`src/meiu_pkg.sv`:
```
// meiu_pkg: widths, fixed-point types, register indexes, controller states and
// saturation helpers for the mandelbrot escape iteration unit
// no dependencies
`timescale 1ns / 1ps
`default_nettype none

package meiu_pkg;

  localparam int COORD_BITS = 32;
  localparam int FRAC_BITS  = 27;
  localparam int INDEX_BITS = 12;
  localparam int ITER_BITS  = 24;

  // full product of two coordinates, and of an index by a coordinate
  localparam int PROD_BITS  = 2 * COORD_BITS;
  localparam int CPROD_BITS = INDEX_BITS + 1 + COORD_BITS;
  // sum of two non-negative squares
  localparam int MAG_BITS   = COORD_BITS + 1;
  localparam int CFG_IDX_BITS = 3;

  typedef logic signed [COORD_BITS-1:0] coord_t;
  typedef logic signed [PROD_BITS-1:0]  wide_t;
  typedef logic signed [CPROD_BITS-1:0] cprod_t;
  typedef logic [ITER_BITS-1:0]         iter_t;
  typedef logic [INDEX_BITS-1:0]        index_t;
  typedef logic [MAG_BITS-1:0]          mag_t;

  localparam coord_t CMAX = {1'b0, {(COORD_BITS-1){1'b1}}};
  localparam coord_t CMIN = {1'b1, {(COORD_BITS-1){1'b0}}};

  // four in the magnitude format; unreachable when two clamped squares cannot sum to it
  localparam bit   FOUR_OK = (FRAC_BITS + 2) < COORD_BITS;
  localparam mag_t FOUR    = FOUR_OK ? (mag_t'(1) << (FRAC_BITS + 2)) : '0;

  localparam coord_t X_LEFT_RST    = coord_t'(-268435456);
  localparam coord_t X_STEP_RST    = coord_t'(262144);
  localparam coord_t Y_LOWER_RST   = coord_t'(-268435456);
  localparam coord_t Y_STEP_RST    = coord_t'(262144);
  localparam iter_t  MAX_ITERS_RST = iter_t'(255);

  typedef enum logic [CFG_IDX_BITS-1:0] {
    CFG_X_LEFT    = 3'd0,
    CFG_X_STEP    = 3'd1,
    CFG_Y_LOWER   = 3'd2,
    CFG_Y_STEP    = 3'd3,
    CFG_MAX_ITERS = 3'd4
  } cfg_reg_t;

  typedef enum logic [2:0] {
    ST_IDLE,
    ST_COORD_MUL,
    ST_COORD_ADD,
    ST_ITER_MUL,
    ST_ITER_EVAL,
    ST_DONE
  } state_t;

  typedef struct packed {
    logic load_pixel;
    logic coord_mul;
    logic coord_add;
    logic iter_mul;
    logic iter_step;
    logic finish;
  } meiu_cmd_t;

  typedef struct packed {
    logic stop;
  } meiu_sts_t;

  // clamp a wide signed value into the coordinate range
  function automatic coord_t sat_wide(input wide_t v);
    logic [PROD_BITS-COORD_BITS:0] top;
    top = v[PROD_BITS-1:COORD_BITS-1];
    if ((top == '0) || (top == '1)) begin
      return v[COORD_BITS-1:0];
    end else if (v[PROD_BITS-1]) begin
      return CMIN;
    end else begin
      return CMAX;
    end
  endfunction

  function automatic coord_t sat_add(input coord_t a, input coord_t b);
    wide_t s;
    s = wide_t'(a) + wide_t'(b);
    return sat_wide(s);
  endfunction

endpackage

`default_nettype wire

```
`src/meiu_ctrl.sv`:
```
// meiu_ctrl: sequencer for one pixel: coordinate set-up, then the
// multiply / evaluate iteration loop, then a one-cycle result strobe
// depends on meiu_pkg
`timescale 1ns / 1ps
`default_nettype none

module meiu_ctrl import meiu_pkg::*; (
  input  wire logic      clk,
  input  wire logic      rst_n,
  input  wire logic      start,
  output logic           busy,
  output logic           out_valid,
  output meiu_cmd_t      cmd,
  input  wire meiu_sts_t sts
);

  state_t state_r, state_nxt;

  always_ff @(posedge clk) begin
    if (!rst_n) begin
      state_r <= ST_IDLE;
    end else begin
      state_r <= state_nxt;
    end
  end

  always_comb begin
    state_nxt = state_r;
    cmd       = '0;
    busy      = 1'b1;
    out_valid = 1'b0;
    case (state_r)
      ST_IDLE: begin
        busy = 1'b0;
        if (start) begin
          cmd.load_pixel = 1'b1;
          state_nxt      = ST_COORD_MUL;
        end
      end
      ST_COORD_MUL: begin
        cmd.coord_mul = 1'b1;
        state_nxt     = ST_COORD_ADD;
      end
      ST_COORD_ADD: begin
        cmd.coord_add = 1'b1;
        state_nxt     = ST_ITER_MUL;
      end
      ST_ITER_MUL: begin
        cmd.iter_mul = 1'b1;
        state_nxt    = ST_ITER_EVAL;
      end
      ST_ITER_EVAL: begin
        if (sts.stop) begin
          cmd.finish = 1'b1;
          state_nxt  = ST_DONE;
        end else begin
          cmd.iter_step = 1'b1;
          state_nxt     = ST_ITER_MUL;
        end
      end
      ST_DONE: begin
        out_valid = 1'b1;
        state_nxt = ST_IDLE;
      end
      default: begin
        state_nxt = ST_IDLE;
      end
    endcase
  end

endmodule

`default_nettype wire

```
`config.mk`:
```
export PLATFORM = sky130hd
export DESIGN_NAME = meiu_ctrl
export DESIGN_NICKNAME = d
export VERILOG_FILES = /design/src/meiu_pkg.sv /design/src/meiu_ctrl.sv
export SDC_FILE = /design/constraint.sdc
export NUM_CORES = 1
export LEC_CHECK = 0
export ABC_AREA = 0
export BUFFER_PORTS_ARGS = -buffer_cell sky130_fd_sc_hd__buf_2
export CAP_MARGIN = 5
export CORE_AREA = 2 2 39 41
export CTS_CLUSTER_DIAMETER = 200
export DETAILED_ROUTE_END_ITERATION = 7
export DIE_AREA = 0 0 41 43
export PLACE_DENSITY_LB_ADDON = 0.15
export SKIP_CTS_REPAIR_TIMING = 1
export SLEW_MARGIN = 20
export SYNTH_ARGS = -nofsm -noshare
export SYNTH_HDL_FRONTEND = slang
export SYNTH_SLANG_ARGS = --single-unit
export TNS_END_PERCENT = 5
```
`constraint.sdc`:
```
create_clock -name clk -period 2.15 [get_ports clk]
set_input_delay 0 -clock clk [delete_from_list [all_inputs] [get_ports clk]]
set_output_delay 0 -clock clk [all_outputs]
set_load 0.02 [all_outputs]
```
Word-level counts from Yosys, hierarchy flattened:

Cells that the tools add are included.
Widths: inputs -> output; s select.

* output and inout port bits: 8
* register bits after elaboration: 3
* bits of input ports: 4
* word-level logic and storage cells: 21

* equality and inequality tests: 6
* multiplexer cells: 13
* reduce and logical (&&, ||, !) cells: 1

Operators with widths (count)
* $pmux 3 s5: 1
* $mux 1: 9
* $eq 3x2->1 const B: 2
* $eq 3x3->1 const B: 2
* $mux 3: 2
* $eq 3x1->1 const B: 1
* $logic_not 3->1: 1
* $mux 2: 1
* $ne 2x2->1 const B: 1

Logic depth before layout (Yosys ltp):

* word-level depth: 2
* mapped depth: 3
* mapped depth without buffers: 2

Worst setup path before layout:

Ideal clock, no wire load.

* kind: reg-to-output
* start point: register state_r[2]
* end point: output port cmd[1] (netlist bit)
* data arrival time: 1206 ps
* path slack: 944 ps
* cell stages (with the launch flop): 3
* buffers on the path: 1
* cells stage by stage: dfxtp_1 > buf_2 > nor4b_1

RTL lines
* from (decl): RTL line meiu_ctrl.sv:17 `state_t state_r, state_nxt;`
* from (signal assigned): RTL line meiu_ctrl.sv:23 `state_r <= state_nxt;`
* to (decl): RTL line meiu_ctrl.sv:13 `output meiu_cmd_t cmd,`

==> flow_summary.ini <==
[timing]
finalSetupTns_ps = 0
rsz0062_at_grt = no
worst_pin_slew_ps = 353
period_minus_slack_ps = 1280
slew_headroom_pct = 76.5
layout_setup_ws_ps = 874
setup_viol = 0
slew_viol_final = 0
worst_clock_skew_ps = 4.08
finalCritPeriodShare_pct = 59.4
fmax_mhz = 784
hold_viol = 0

[pwr]
ir_worst_vdd_uv = 265
pwr-share-clk_pct = 44.4
power.density_nw_per_um2 = 734
power_w = 0.000221
power_leakage_nw = 0.162
seq_power_share_pct = 32.5
p_sw_w = 0.0000670
pwr-share-comb_pct = 23.1
swShare_pct = 30.3
p_int_w = 0.000154

[critical_path]
required_ps = 2150
r2r_start = state_r[2]
cp.arrival_ps = 1280
slowest_delay_ps = 410
critPathKind = reg2out
critPathMaxFanout = 11
cp_slowest_cell = or3_4
cp_cell_sequence = or3_4 > nor2_2 > buf_2
end_kind = output pin
cp-start-kind = flip-flop
rrSetupSlack_ps = 1080
reg2reg_to = state_r[1]
ff2ff_path_depth = 2

[routing]
drtIter0Drc = 2
route.met3.wl_um = 85
wl_met1_um = 235
remaining_drc_errors = 0
highest_layer = met3
ant_nets = 0
drt-wirelength-per-cell_um = 9.62
vias_per_cell = 4.09
vias = 217
wirelength_um = 510
drt_pre_antenna_iters = 2
route.met2.wl_um = 189

[place]
post-place-ws_ps = 1110
gp_congestion = 0.669
portBuffers = 11
placed_cell_area_um2 = 275

[flow_run]
cap_violations = 0

[floorplanning]
core.rowCount = 14
io_pins = 12
die_h_um = 43
die-area_um2 = 1760
coreArea_um2 = 1380
start_util_pct = 16.5
die_x_um = 41

[finish]
diodes = 0
nFillCells = 163
area_delta_synth_final_pct = 32.4
layout.nets = 42
layout-drive-gt1-share_pct = 51.4
design_area_um2 = 302
final_cell_mix = buf_2 (11), inv_1 (4), clkbuf_4 (3), dfxtp_1 (3), nor3b_1 (2)
layout_commonest_cell = buf_2
regMostFlops = state_r
top_regs = state_r x3
largest_reg_flops = 3

[clocking]
ctsLongestPathBuffers = 2
clkTransAtPathRegs_ps = 30
clock-sinks = 3
clockRootBuffer = clkbuf_4
cts_tree = yes
worstSkewPairLatency_ps = 230
htreeDepth = 1
numCtsBuffers = 3

[grt]
antenna_found_initial = 0
globalRouteTotalUtil_pct = 7.62
grt_pass1_wl_um = 841
grt-ovfl-total = 0
grt_pass1_vias = 197
grt_max_degree = 12

[synthesis]
synth_cell_types = 18
avgSynthCellArea_um2 = 9.11
ys_ff_latch = 3
netlist_instances = 25
yosysSeqAreaShare_pct = 26.4
yosys_warnings = 0
synth_area_um2 = 228
syn_nets = 29

[status]
outcome = finished, final reports clean

[hold_path]
holdPathStages = 2
hold_start = rst_n
worstHoldEndpoint = state_r[1]
min_path_type = in2reg
==> critical path, delay by kind of cell (launching register included) <==
kind          cells  cell delay (ps)
buf+inv           1              160
simple gates      2              480
flops             1              400
==> synth_stat cells <==
cell	instances	area, um2
buf_6	2	22.5
nor2b_1	1	6.26
and3b_2	1	10.0
a2111oi_2	1	15.0
nor3b_1	2	15.0
a21oi_1	1	5.00
or3_4	1	11.3
nand3b_1	1	7.51
nand4bb_1	1	11.3
nor2_2	1	6.26
dfxtp_1	3	60.1
buf_2	1	5.00
inv_1	4	15.0
and2b_2	1	8.76
nor4b_1	1	8.76
o21ai_0	1	5.00
o311a_1	1	10.0
nor3_1	1	5.00
==> power groups by stage <==
stage / Sequential, W / Combinational [W] / Clock [W]
final: 0.0000719 / 0.0000512 / 0.0000982
after global routing: 0.0000732 / 0.0000557 / 0.000107
after CTS: 0.0000714 / 0.0000523 / 0.000103
after detailed placement: 0.0000723 / 0.0000519 / 0
after global placement: 0.0000720 / 0.0000514 / 0
after floorplan: 0.0000631 / 0.0000520 / 0
==> stage by stage <==
| step | utilization, % | cells | hold WS, ps |
|---|---|---|---|
| 2_1_floorplan | - | 25 | 82.6 |
| 3_3_place_gp | 19.9 | 49 | 252 |
| 3_5_place_dp | 19.9 | 49 | 256 |
| 4_1_cts | 21.8 | 53 | 18.6 |
| 5_1_grt | 21.8 | 53 | 24.1 |
| 6_report | 21.8 | 53 | 23.7 |
==> kinds of logic after synthesis <==
family / share of synthesized area [%]
AOI/OAI and AO/OA: 15.4
and+or+nand+nor: 39.6
DFF: 26.4
buffers and inverters: 18.7
==> cell type report <==
cell class	count	area [um2]	share of cell area (%)
clock buffer	4	26.3	8.71
inverter	4	15.0	4.98
multi-input combinational	15	125	41.5
sequential	3	60.1	19.9
tap	16	20.0	6.64
timing repair buffer	11	55.1	18.3
==> routing by layer <==
metal,GRT usage (%),vias to the layer above
li1,-,112
met1,9.90,93
met2,7.50,12
met3,7.85,0
met4,4.00,0
met5,0,-
==> worst max path at each step <==
stage | cells past startpoint | end | from | slack [ps]
CTS | 3 | cmd[5] | state_r[0] | 860
global route | 3 | cmd[3] | state_r[1] | 800
floorplan | 2 | cmd[1] | state_r[2] | 940
finish | 3 | cmd[5] | state_r[1] | 870
global placement | 3 | cmd[5] | state_r[1] | 1130
detailed placement | 2 | state_r[1] | state_r[2] | 1110
(Power assumes the default switching activity.)
